[src/wann_pkg.sv]
`timescale 1ns / 1ps
// Shared types and constants for the wrapped-angle nearest-neighbor store.
// Used by the top level, wann_lane and wann_merge; depends on nothing.
package wann_pkg;

  // Angle format: signed radians scaled by 2^(ANGLE_BITS-3).
  localparam int ANGLE_BITS  = 16;
  localparam int JOINT_COUNT = 6;
  localparam int FRAC_BITS   = ANGLE_BITS - 3;
  localparam int BANK_SIZE   = 64;
  localparam int BANK_BITS   = 6;

  // Pi rounded to the angle scale, derived from a Q30 value.
  localparam logic [63:0] PI_Q30   = 64'd3373259426;
  localparam int          PI_SHIFT = 30 - FRAC_BITS;
  localparam int          DIFF_W   = ANGLE_BITS + 2;
  localparam logic signed [DIFF_W-1:0] PI_FIX =
    DIFF_W'((PI_Q30 + (64'd1 << (PI_SHIFT - 1))) >> PI_SHIFT);
  localparam logic signed [DIFF_W-1:0] TWO_PI_FIX = DIFF_W'(2 * PI_FIX);

  // Square of one folded difference and the sum over all joints.
  localparam int SQ_W   = 2 * ANGLE_BITS;
  localparam int SUM_W  = SQ_W + 3;
  localparam int DIST_W = 32;
  localparam int RAD_W  = 16;

  // Operation codes.
  localparam logic [1:0] OP_ADD     = 2'd0;
  localparam logic [1:0] OP_NEAREST = 2'd1;
  localparam logic [1:0] OP_RADIUS  = 2'd2;

  // Tag that travels with each node through the scan pipeline.
  typedef struct packed {
    logic vld;
    logic first;
  } scan_tag_t;

endpackage

[src/wann_lane.sv]
`timescale 1ns / 1ps
// One joint lane: difference folded into [-pi, pi], then squared.
// Depends on wann_pkg. Two register stages.
module wann_lane (
  input  logic                                   clk,
  input  logic signed [wann_pkg::ANGLE_BITS-1:0] node_ang,
  input  logic signed [wann_pkg::ANGLE_BITS-1:0] qry_ang,
  output logic [wann_pkg::SQ_W-1:0]              sq
);
  import wann_pkg::*;

  logic signed [DIFF_W-1:0]     diff;
  logic signed [DIFF_W-1:0]     fold;
  logic signed [ANGLE_BITS-1:0] fold_r;
  logic signed [SQ_W-1:0]       fold_ext;
  logic [SQ_W-1:0]              sq_r;

  // A raw difference lies within three pi of zero, so one correction suffices.
  always_comb begin
    diff = DIFF_W'(node_ang) - DIFF_W'(qry_ang);
    if (diff > PI_FIX) begin
      fold = diff - TWO_PI_FIX;
    end else if (diff < -PI_FIX) begin
      fold = diff + TWO_PI_FIX;
    end else begin
      fold = diff;
    end
  end

  assign fold_ext = SQ_W'(fold_r);

  // Fold stage, then square stage.
  always_ff @(posedge clk) begin
    fold_r <= ANGLE_BITS'(fold);
    sq_r   <= SQ_W'(fold_ext * fold_ext);
  end

  assign sq = sq_r;

endmodule

[config.mk]
export PLATFORM = sky130hd
export DESIGN_NAME = wann_lane
export DESIGN_NICKNAME = d
export VERILOG_FILES = /design/src/wann_pkg.sv /design/src/wann_lane.sv
export SDC_FILE = /design/constraint.sdc
export NUM_CORES = 1
export LEC_CHECK = 0
export BUFFER_PORTS_ARGS = -buffer_cell sky130_fd_sc_hd__clkbuf_2
export CORE_MARGIN = 8
export CORE_UTILIZATION = 60
export CTS_CLUSTER_DIAMETER = 80
export CTS_CLUSTER_SIZE = 12
export DETAILED_ROUTE_END_ITERATION = 7
export PLACE_DENSITY = 0.82
export SLEW_MARGIN = 20
export SYNTH_ARGS = -nofsm -noshare
export SYNTH_HDL_FRONTEND = slang
export SYNTH_SLANG_ARGS = --single-unit
[constraint.sdc]
create_clock -name clk -period 16.38 [get_ports clk]
set_input_delay 3.276 -clock clk [delete_from_list [all_inputs] [get_ports clk]]
set_output_delay 3.276 -clock clk [all_outputs]
set_load 0.02 [all_outputs]
After elaboration in Yosys (flattened, before gate mapping) --
Index checks and enable logic that the tools add are counted.
Cells by class: multiplexer cells 2, multipliers 1, order comparisons 2, add/sub/neg operators 3
Operators with widths (number):
- multiplier 16 x 16 -> 32 bit | 1
- two-way mux 16 bit | 2
- greater-than comparator 17 x 16 -> 1 bit, second input constant | 1
- less-than comparator 17 x 16 -> 1 bit, second input constant | 1
- subtractor 16 x 16 -> 17 bit | 1
- adder 16 x 15 -> 16 bit, second input constant | 1
- subtractor 16 x 15 -> 16 bit, second input constant | 1
Word-level totals: word-level logic and storage cells 10, output and inout bits 32, bits in registers 48

Depth between registers and ports, before layout --
depth after elaboration 4, depth in mapped cells 24, gate-level depth less buffers 24

Worst setup path after synthesis --
Ideal clock, no wire load.
kind register to register, start point register fold_r[15], end point register sq_r[31] (netlist: sq[31]), path slack 10.233 ns, data arrival time 6.027 ns, required time 16.260 ns, clock period less this slack 6.147 ns, cell stages (with the launch flop) 23, path buffers 2, cells stage by stage dfxtp_1 > clkbuf_1 > inv_1 > buf_1 > nor2_1 > fa_1 > inv_1 > fa_1 > fa_1 > fa_1 > inv_1 > fa_1 > inv_1 > fa_1 > inv_1 > ha_1 > a21o_1 > or3b_2 > o211ai_1 > o22ai_1 > a211oi_1 > a21oi_1 > xnor2_1
On the way: cells in the longest elaborated chain, start to end 1
Ends and longest elaborated chain:
- start, declared | line wann_lane.sv:14 | logic signed [ANGLE_BITS-1:0] fold_r;
- start signal, assigned | line wann_lane.sv:34 | fold_r <= ANGLE_BITS'(fold);
- multiplier 16 x 16 -> 32 bit | line wann_lane.sv:35 | sq_r <= SQ_W'(fold_ext * fold_ext);
- end signal, assigned | line wann_lane.sv:35
- end, declared | line wann_lane.sv:16 | logic [SQ_W-1:0] sq_r;
Every way passes these cells.

Worst setup path after layout --
Ends and elaborated chain as after synthesis.

==> impl_metrics.ini <==
[run_status]
status = finished, final reports clean

[critical_path]
path_common_cell = fa_1
r2r_cells = 20
critPathMaxStageDelay_ns = 0.74
cp_slowest_cell = dfxtp_1
path_cells = inv_1 -> nor2_1 -> fa_1 -> fa_1 -> inv_1 -> fa_1 -> inv_1 -> fa_1 -> fa_1 -> inv_1 -> fa_1 -> inv_1 -> ha_1 -> a21o_1 -> or3b_2 -> o211ai_1 -> o22ai_1 -> a211oi_1 -> a21oi_1 -> xnor2_1
cp.arrival_ns = 7.14
regToRegStartpoint = fold_r[15]
r2r_end = sq[31]
cp-startpoint = fold_r[15]
cp.required_ns = 16.57
worst-setup-path-type = flop to flop
cp-end-kind = flop
crit_fanout = 19
reg2reg_slack_ns = 9.43
cp-endpoint = sq[31]
start_kind = flop

[floorplan]
num_rows = 51
initial_utilization_pct = 60.5
pin_count = 65
die_height_um = 155
core-area_um2 = 19300
dieWidth_um = 155
die-area_um2 = 24200

[global_routing]
grt_max_degree = 21
grtUsageTotal_pct = 20.7
grt_pass1_wl_mm = 40.8
antenna_found_initial = 0
grt_pass1_vias = 9144
grt_overflow = 0

[sta]
rsz0062_at_grt = false
finClkSkew_ns = 0.0137
setup_violations = 0
final-hold-violation-count = 0
slew_viol_final = 0
max_clock_freq_mhz = 144
setup_tns_ns = 0
max_slew.worst_pin.slew_ns = 0.772
period_share_pct = 42.4
fin_crit_ns = 6.95
slew_headroom_pct = 48.5

[clock_tree]
cts_tree = done
cts_resized = 0
clk_pin_slew_ns = 0.08
cts_max_level = 2
clock-sinks = 47
holdBufCountCts = 0
postCtsSetupBuffers = 0
root_buffer = clkbuf_16
clk_path_buf_depth = 2
clock_latency_ns = 0.31
cts_buffers = 5

[synth]
ys_types = 75
synthArstFlopShare_pct = 0
synthCells = 1286
synth_area_um2 = 11700
synth_edf_count = 0
ys.flop_type = dfxtp_1
synth.net_count = 1663
yosys_register_bits = 47
syn_area_per_cell_um2 = 9.07
yosysSeqAreaShare_pct = 8.07
yosysWarningCount = 0

[cells_and_area]
nNetsFinal = 1704
drive_gt1_share_pct = 7.91
nFillCells = 1593
antenna_cells = 0
syn_to_final_growth_pct = 5.96
finalInstanceArea_um2 = 12400

[drt]
wl_mm = 23.2
first_pass_iters = 5
viasPerCell = 5.32
route.detailed.drc = 0
routedWlPerCell_um = 14.5
drtIter0Drc = 446
via_count = 8474
final_antenna_net_count = 0

[place]
port_buffers = 63
place_hpwl_mm = 19.9
gp_congestion = 0.888
place_area_um2 = 12200

[min_path]
min_path_type = flop to flop
whs_path_depth = 0

[flow_run]
maxCapViolations = 0
==> logic make-up after synthesis <==
kind of cell	share of synthesized area [%]
adders and majority gates	52.1
xor gates and xnor gates	5.00
and+or+nand+nor	11.1
other	0.0321
muxes	0.526
buffers and inverters	13.0
AOI/OAI and AO/OA	10.1
DFF	8.07
==> worst min-delay path by stage <==
stage	startpoint	endpoint	slack, ns
finish	fold_r[0]	sq[0]	0.63
global route	fold_r[0]	sq[0]	0.63
CTS	fold_r[0]	sq[0]	0.64
detailed placement	fold_r[0]	sq[0]	0.63
global placement	fold_r[0]	sq[0]	0.61
floorplan	fold_r[0]	sq[0]	0.37
==> area by class of cell <==
type	count	area (um^2)	area share, %
inverters	372	1400	11.3
flip-flops and latches	47	941	7.61
well taps	265	332	2.68
repair buffers	63	315	2.55
clock buffers	5	125	1.01
multi-input cells	838	9210	74.5
clock inverters	3	47.5	0.385
==> routing by layer <==
metal	wire length (um)	GRT usage, %	part of all wire, %	vias up
met4	792	8.83	3.4	0
li1	-	-	-	3980
met5	0	0	0	-
met1	9060	23.5	39	4210
met3	963	2.83	4.2	56
met2	12400	38.1	53	228
==> synth_stat cells (all sizes together), types with 7 or more instances <==
master | number | area share (%)
o21ai | 27 | 1.2
ha | 107 | 11
and2 | 45 | 2.4
fa | 237 | 41
nand3 | 10 | 0.43
a211oi | 7 | 0.49
a21o | 16 | 1.0
xor2 | 17 | 1.3
nor2 | 63 | 2.0
nand2 | 86 | 2.8
nor3 | 13 | 0.56
clkbuf | 22 | 0.71
o21a | 8 | 0.51
dfxtp | 47 | 8.1
buf | 7 | 0.35
o211ai | 8 | 0.56
o32ai | 7 | 0.78
inv | 371 | 12
nand2b | 11 | 0.59
a21oi | 32 | 1.4
xnor2 | 47 | 3.7
==> registers in the layout, summed over array words and instances, names as in the netlist <==
name	cells
sq	31
fold_r	16
==> critical path, delay by kind of cell, from the launching register on <==
family	cells	cell delay (ns)
AND/OR/NAND/NOR	2	0.71
flip-flops	1	0.74
buffers and inverters	5	0.63
XOR/XNOR	1	0.15
adder cells (fa/ha/maj)	7	3.40
AO/OA/AOI/OAI	5	1.19
==> through the flow <==
stage	hold WS [ns]	instances	util, %	worst slack (ns)
finish	0.634	1593	64.1	9.43
floorplan	0.370	1286	-	10.23
CTS	0.638	1593	64.1	9.43
global route	0.634	1593	64.1	8.96
global placement	0.608	1585	63.3	9.53
detailed placement	0.632	1585	63.3	9.39
==> layout by cell type (no fill, tap or decap), types with 3 or more instances in the layout <==
cell       instances
inv_1            371
clkbuf_16          5
clkbuf_2          63
a31oi_1            6
a211oi_1           6
xor2_1            17
ha_1             107
and3_1             5
nor2b_1            6
o21bai_1           3
xnor2_1           44
dfxtp_1           47
or2_2              6
nand3_1           10
xnor2_2            3
nor3b_1            3
fa_1             237
or3_1              4
mux2i_1            5
o21ai_1            6
and2_1            45
o31ai_1            4
o32ai_2            4
a21boi_0           4
o21a_1             8
a21oi_1           31
nand2_1           86
a31o_2             4
o211ai_1           7
o22ai_1            5
o21ai_0           20
a21o_1            16
o32ai_1            3
a41oi_1            3
nand3b_1           4
nor2_1            62
nand2b_1          11
nor3_1            13
Power is left out: the tool's default activity adds up to more than one toggle a clock period on the data nets, which glitch-free logic cannot reach.
