<file path="src/wann_pkg.sv">
`timescale 1ns / 1ps
// Shared types and constants for the wrapped-angle nearest-neighbor store.
// Used by the top level, wann_lane and wann_merge; depends on nothing.
package wann_pkg;

  // Angle format: signed radians scaled by 2^(ANGLE_BITS-3).
  localparam int ANGLE_BITS  = 16;
  localparam int JOINT_COUNT = 6;
  localparam int FRAC_BITS   = ANGLE_BITS - 3;
  localparam int BANK_SIZE   = 64;
  localparam int BANK_BITS   = 6;

  // Pi rounded to the angle scale, derived from a Q30 value.
  localparam logic [63:0] PI_Q30   = 64'd3373259426;
  localparam int          PI_SHIFT = 30 - FRAC_BITS;
  localparam int          DIFF_W   = ANGLE_BITS + 2;
  localparam logic signed [DIFF_W-1:0] PI_FIX =
    DIFF_W'((PI_Q30 + (64'd1 << (PI_SHIFT - 1))) >> PI_SHIFT);
  localparam logic signed [DIFF_W-1:0] TWO_PI_FIX = DIFF_W'(2 * PI_FIX);

  // Square of one folded difference and the sum over all joints.
  localparam int SQ_W   = 2 * ANGLE_BITS;
  localparam int SUM_W  = SQ_W + 3;
  localparam int DIST_W = 32;
  localparam int RAD_W  = 16;

  // Operation codes.
  localparam logic [1:0] OP_ADD     = 2'd0;
  localparam logic [1:0] OP_NEAREST = 2'd1;
  localparam logic [1:0] OP_RADIUS  = 2'd2;

  // Tag that travels with each node through the scan pipeline.
  typedef struct packed {
    logic vld;
    logic first;
  } scan_tag_t;

endpackage

</file>
<file path="src/wann_merge.sv">
`timescale 1ns / 1ps
// Merge stage: sums the lane squares and tracks the nearest node or the radius mask.
// Depends on wann_pkg.
module wann_merge #(
  parameter int IDX_W = 10
) (
  input  logic                                  clk,
  input  logic                                  rst_n,
  input  wann_pkg::scan_tag_t                   tag_i,
  input  logic [IDX_W-1:0]                      idx_i,
  input  logic [wann_pkg::SQ_W-1:0]             sq_i [wann_pkg::JOINT_COUNT],
  input  logic [2*wann_pkg::RAD_W-1:0]          r2_i,
  output logic [wann_pkg::SUM_W-1:0]            best_d,
  output logic [IDX_W-1:0]                      best_idx,
  output logic [wann_pkg::BANK_SIZE-1:0]        mask,
  output logic                                  busy
);
  import wann_pkg::*;

  logic [SUM_W-1:0]     sum;
  logic [SUM_W-1:0]     sum_r;
  scan_tag_t            tag_r;
  logic [IDX_W-1:0]     idx_r;
  logic                 hit;
  logic [SUM_W-1:0]     best_d_r;
  logic [IDX_W-1:0]     best_idx_r;
  logic [BANK_SIZE-1:0] mask_r;
  logic [BANK_SIZE-1:0] bit_sel;

  // Add the squares of all joints.
  always_comb begin
    sum = '0;
    for (int j = 0; j < JOINT_COUNT; j++) begin
      sum = sum + SUM_W'(sq_i[j]);
    end
  end

  assign hit     = (sum_r <= SUM_W'(r2_i));
  assign bit_sel = BANK_SIZE'(hit) << idx_r[BANK_BITS-1:0];

  // Sum register.
  always_ff @(posedge clk) begin
    if (!rst_n) begin
      tag_r <= '0;
    end else begin
      tag_r <= tag_i;
    end
    sum_r <= sum;
    idx_r <= idx_i;
  end

  // Accumulate: the first node of a scan restarts both the best and the mask.
  always_ff @(posedge clk) begin
    if (tag_r.vld) begin
      if (tag_r.first || sum_r < best_d_r) begin
        best_d_r   <= sum_r;
        best_idx_r <= idx_r;
      end
      if (tag_r.first) begin
        mask_r <= bit_sel;
      end else begin
        mask_r <= mask_r | bit_sel;
      end
    end
  end

  assign best_d   = best_d_r;
  assign best_idx = best_idx_r;
  assign mask     = mask_r;
  assign busy     = tag_r.vld;

endmodule
</file>
<file path="config.mk">
export PLATFORM = sky130hd
export DESIGN_NAME = wann_merge
export DESIGN_NICKNAME = d
export VERILOG_FILES = /design/src/wann_pkg.sv /design/src/wann_merge.sv
export SDC_FILE = /design/constraint.sdc
export NUM_CORES = 1
export LEC_CHECK = 0
export ABC_AREA = 0
export BUFFER_PORTS_ARGS = -buffer_cell sky130_fd_sc_hd__clkbuf_2
export CAP_MARGIN = 20
export CORE_ASPECT_RATIO = 1.4
export CORE_MARGIN = 3
export CORE_UTILIZATION = 49
export DETAILED_ROUTE_END_ITERATION = 16
export PLACE_DENSITY = 0.79
export SLEW_MARGIN = 0
export SYNTH_ARGS = -nofsm -noshare
export SYNTH_HDL_FRONTEND = slang
export SYNTH_SLANG_ARGS = --single-unit
</file>
<file path="constraint.sdc">
create_clock -name clk -period 4.69 [get_ports clk]
set_input_delay 0.7035 -clock clk [delete_from_list [all_inputs] [get_ports clk]]
set_output_delay 0.7035 -clock clk [all_outputs]
set_load 0.005 [all_outputs]
</file>
Word-level counts from Yosys, hierarchy flattened
Cells that the tools add are included.
- add/subtract/negate cells: 5
- shifts and indexed selects: 1
- reduce and logical (&&, ||, !) cells: 2
- muxes and demuxes: 1
- bitwise gates (word level): 1
- $lt $le $gt $ge: 2
- operators with widths (cell ; count):
    35-bit by 32-bit adder with 35-bit output ; 2
    64-bit two-way mux ; 1
    64-bit OR ; 1
    1-bit by 6-bit left shift with 64-bit output ; 1
    34-bit by 32-bit adder with 35-bit output ; 1
    35-bit by 32-bit <= comparator with 1-bit output ; 1
    35-bit < comparator ; 1
    33-bit by 32-bit adder with 34-bit output ; 1
    32-bit by 32-bit adder with 33-bit output ; 1
    2-bit AND reduction ; 1
    1-bit logical OR ; 1
- output and inout bits: 110
- input bits: 238
- logic and storage cells: 19
- bits in registers: 156

Longest topological paths before layout
- depth after elaboration: 5
- mapped depth: 17
- gate-level depth less buffers: 17

Least setup slack after synthesis
OpenSTA, ideal clock, no wires.
- path type: register to register
- from: register tag_r (netlist bit busy)
- to: register best_d_r[0], in the netlist best_d[0] (enable)
- path buffers: 0
- clock period less this slack: 5.027 ns
- setup time: 0.475 ns
- stages on the path, launching flop included: 5
- setup slack: -0.337 ns
- arrival: 4.552 ns
- required time: 4.215 ns
- cell sequence: dfxtp_1 o21ai_0 a21oi_1 o21ai_0 a31oi_1
- longest elaborated chain between the ends: 1
- ends and longest elaborated chain (what ; line ; text):
    start, declared ; wann_merge.sv:22 ; scan_tag_t tag_r;
    start signal, assigned ; wann_merge.sv:46 ; tag_r <= tag_i;
    2-bit AND reduction (no line) ; n/a ;
    end signal, assigned ; wann_merge.sv:56 ; best_d_r <= sum_r;
    end, declared ; wann_merge.sv:25 ; logic [SUM_W-1:0] best_d_r;
No other way between the ends.
A chain may end at the register's enable or synchronous reset.

Worst setup path after layout
- from: input port sq_i[2] (netlist name)
- to: register sum_r[31]
- longest elaborated chain between the ends: 1
- ends and longest elaborated chain (what ; line ; text):
    start, declared ; wann_merge.sv:11 ; input logic [wann_pkg::SQ_W-1:0] sq_i [wann_pkg::JOINT_COUNT],
    35-bit by 32-bit adder with 35-bit output ; wann_merge.sv:34 ; sum = sum + SUM_W'(sq_i[j]);
    via sum[31] ; wann_merge.sv:20 ; logic [SUM_W-1:0] sum;
    end signal, assigned ; wann_merge.sv:48 ; sum_r <= sum;
    end, declared ; wann_merge.sv:21 ; logic [SUM_W-1:0] sum_r;
The timed path passes the listed nets, and every way through them passes these cells.

==> key figures <==
Detailed routing
  – Drt pass-1 iters: 5
  – Post-route DRC: 0
  – Vias: 9620
  – DRT iter0 DRCs: 360
  – Final ANT Viol Nets: 0
  – WL/cell: around 15 um
  – Drt total wl: 28.8 mm
  – Vias per inst: 5.03

Synth
  – Top-count cell post-synth: inv_1
  – Post-synth EDFFs: roughly 110
  – Synth Cell Area: ~12000 sq um
  – Post-Syn Area per Cell: roughly 10 sq um
  – Synth area leader: edfxtp_1
  – Cells after synthesis: 1229
  – Post-synth top area share: 26.7%
  – Area contributors post-synth: edfxtp_1, fa_1, inv_1
  – Async set or reset register ratio after synthesis: 0%
  – Post-synth cell types: 62
  – Net count after synthesis: 1693
  – Sequential area share after synthesis: between 30% and 40%
  – Most common library cells after synthesis: inv_1, fa_1, edfxtp_1
  – Ys flop type: edfxtp_1
  – Seq cells post-synth: approximately 160
  – Synth warn: 0

Clock tree
  – Clock Sink Count: 156
  – Worst-Skew Late Latency: 0.43 ns
  – Setup Fix Bufs, Post-CTS: 0
  – Htree depth: 4
  – Resize count post-CTS: 0
  – CTS tree: done
  – CTS Hold Bufs: 0
  – Deepest clock path buffer count: 2
  – Clk slew on worst S/H paths: approximately 0.060 ns
  – Root Buffer: clkbuf_16
  – TritonCTS buffer count: 17

Placed design
  – Hpwl dp: approximately 24 mm
  – Inst Count DP: 1879
  – RePlAce Congestion: between 0.8 and 0.9
  – # port buffers: roughly 350

Power and ir drop
  – Peak VDD IR: 231 uV
  – Sequential fraction of design power: 27.4%
  – P_int: 4.51 mW
  – Design Power: between 7 and 8 mW
  – Net switching power: 3.01 mW
  – Leak pwr: between 8 and 9 nW
  – Gate power share: a little under three fifths
  – Clock power share: 17.5%
  – Power Density: 501 nW/um^2
  – Net Sw Frac: 40.0%

Finish
  – Multi-input gate area: just over 6000 sq um
  – Final non-filler cell total: 1911
  – Final core occ: 61.7%
  – Reg area: 4220 sq um
  – Final net count: 2052
  – Share of layout cells above drive strength 1: 25.6%
  – N_diodes: 0
  – Fill count: 2029
  – Layout area overhead: 22.5%

Timing
  – Fin. Hold Viols: 0
  – Final setup vio count: 0
  – Pin slew with the least headroom to its limit: 0.844 ns
  – Final Skew: 0.00841 ns
  – Setup TNS: 0 ns
  – Peak Freq: between 200 and 250 MHz
  – Final Cycle Share: around 90%
  – Unrepaired setup endpoints after global routing: false
  – Fin. max-slew vios: 0
  – WHS: 0.376 ns
  – Fin crit period: 4.35 ns
  – Slew HR: a little over two fifths

Critical path
  – Reg-to-reg critical path startpoint: best_d[20]$_DFFE_PP_
  – Critical Path AT: around 4.7 ns
  – WS Path Type: in -> reg
  – CP Launch Point: sq_i[2]
  – CP max FO: 2
  – CP cell instances: clkbuf_2 > inv_1 > fa_1 > inv_1 > fa_1 > inv_1 > fa_1 > inv_1 > ha_1 > buf_4 > a211oi_1 > o211ai_1 > a21oi_1 > o21ai_2 > a21oi_4 > or3b_1 > a31oi_1 > xnor2_1
  – Slowest cell on the critical path: fa_1
  – CP Capture Type: flip-flop
  – Max incr delay on CP: 0.54 ns
  – Worst Path Required: 5.05 ns
  – Reg2reg path depth: 10
  – Crit path launch type: primary input
  – R2R Setup Slk: 1.33 ns
  – Critical Path Most Common Cell: inv_1
  – Reg-to-reg endpoint: best_idx[1]$_DFFE_PP_

Floorplanning
  – Core region area: ~24000 sq um
  – # IOs: 348
  – Die H: 193 um
  – Placement Rows: 67
  – Die area: 27000 sq um
  – Die W: 140 um
  – Starting Density: between 50% and 60%

Global route
  – Antenna violations before repair: 0
  – Largest net degree at the start of global routing: 66
  – Aggregate global-route resource usage: 21.4%
  – Vias in the first global route: ~10000
  – Total gr overflow: 0
  – First-pass GRT wire length: roughly 47 mm

Run
  – Max-cap violations: 0

Hold path
  – Origin of the worst min-delay path: idx_i[2]
  – Worst min-delay path category: in -> reg
  – Hold Path End: idx_r[2]$_DFF_P_
  – Hold depth: 1

Run status
  – Run status: completed
==> kinds of logic (layout without fill, tap and decap cells) <==
group | count (synthesis) | count (layout) | synth area share (%)
buf+inv | 493 | 865 | 15.2
flops | 156 | 156 | 34.4
fa+ha+maj | 226 | 226 | 30.9
simple gates | 114 | 114 | 5.11
xor+xnor | 29 | 29 | 2.07
compound gates | 211 | 211 | 12.4
==> cell usage in the layout (no fill, tap or decap), drive strengths merged, types with 4 or more instances in the layout <==
cell type / Yosys / final
xor2: 8 / 8
dfxtp: 47 / 47
o21ai: 24 / 24
edfxtp: 109 / 109
fa: 128 / 128
and2: 6 / 6
nand4: 11 / 11
o31ai: 4 / 4
nor3: 4 / 4
a211oi: 4 / 4
and3: 5 / 5
o21a: 8 / 8
clkinv: 0 / 7
o32ai: 64 / 64
nand3: 12 / 12
a21oi: 49 / 49
a21o: 29 / 29
nor2: 20 / 20
nand3b: 6 / 6
ha: 98 / 98
nor2b: 8 / 8
nand2b: 4 / 4
clkbuf: 15 / 369
o21bai: 7 / 7
xnor2: 21 / 21
nand2: 22 / 22
buf: 11 / 19
inv: 467 / 468
==> power by group through the flow <==
stage | clock network, mW | registers [mW] | logic (mW)
floorplan | 0 | 2.04 | 2.96
global placement | 0 | 2.07 | 3.99
detailed placement | 0 | 2.09 | 4.15
CTS | 1.34 | 2.06 | 4.18
global route | 1.39 | 2.10 | 4.76
finish | 1.32 | 2.06 | 4.15
==> per-stage QoR <==
step | worst slack, ns | area [sq um]
detailed placement | -0.128 | 14400
global route | 0.0751 | 15000
CTS | 0.321 | 15000
finish | 0.343 | 15000
floorplan | 0.224 | 12300
global placement | -0.0458 | 14400
==> worst max path at each step <==
| stage | end | slack (ns) | depth (start not counted) |
|---|---|---|---|
| final | sum_r[31]$_DFF_P_ | 0.34 | 18 |
| after global routing | sum_r[32]$_DFF_P_ | 0.08 | 18 |
| after CTS | sum_r[31]$_DFF_P_ | 0.32 | 18 |
| after detailed placement | sum_r[28]$_DFF_P_ | -0.13 | 18 |
| after global placement | sum_r[32]$_DFF_P_ | -0.05 | 18 |
| after floorplan | sum_r[31]$_DFF_P_ | 0.22 | 16 |
==> cell type report <==
type                    instances  share of cell area (%)
clock inverters                10                   0.592
repair buffers                366                    12.5
well taps                     310                    2.58
inverters                     467                    11.7
clock buffers                  22                    3.17
flip-flops and latches        156                    28.1
multi-input cells             580                    41.4
==> registers in the layout (all words and copies together) (netlist names) <==
name / flops
mask: 64
best_idx: 10
sum_r: 35
best_d: 35
busy: 1
idx_r: 10
tag_r: 1
==> worst max-delay path, delay by kind of cell <==
family                   cells  cell delay (ns)
AO/OA/AOI/OAI                6             1.26
adder cells (fa/ha/maj)      4             1.83
buffers and inverters        6             0.42
AND/OR/NAND/NOR              1             0.35
XOR/XNOR                     1             0.14
==> per-layer routing <==
layer	vias to the layer above	routed length, um	global-route usage [%]
met2	362	15500	40.4
met5	-	0	0
li1	4601	-	-
met4	0	1010	9.40
met1	4597	10300	23.4
met3	60	1940	3.92
Note: power is estimated with default switching activity, not from simulation.
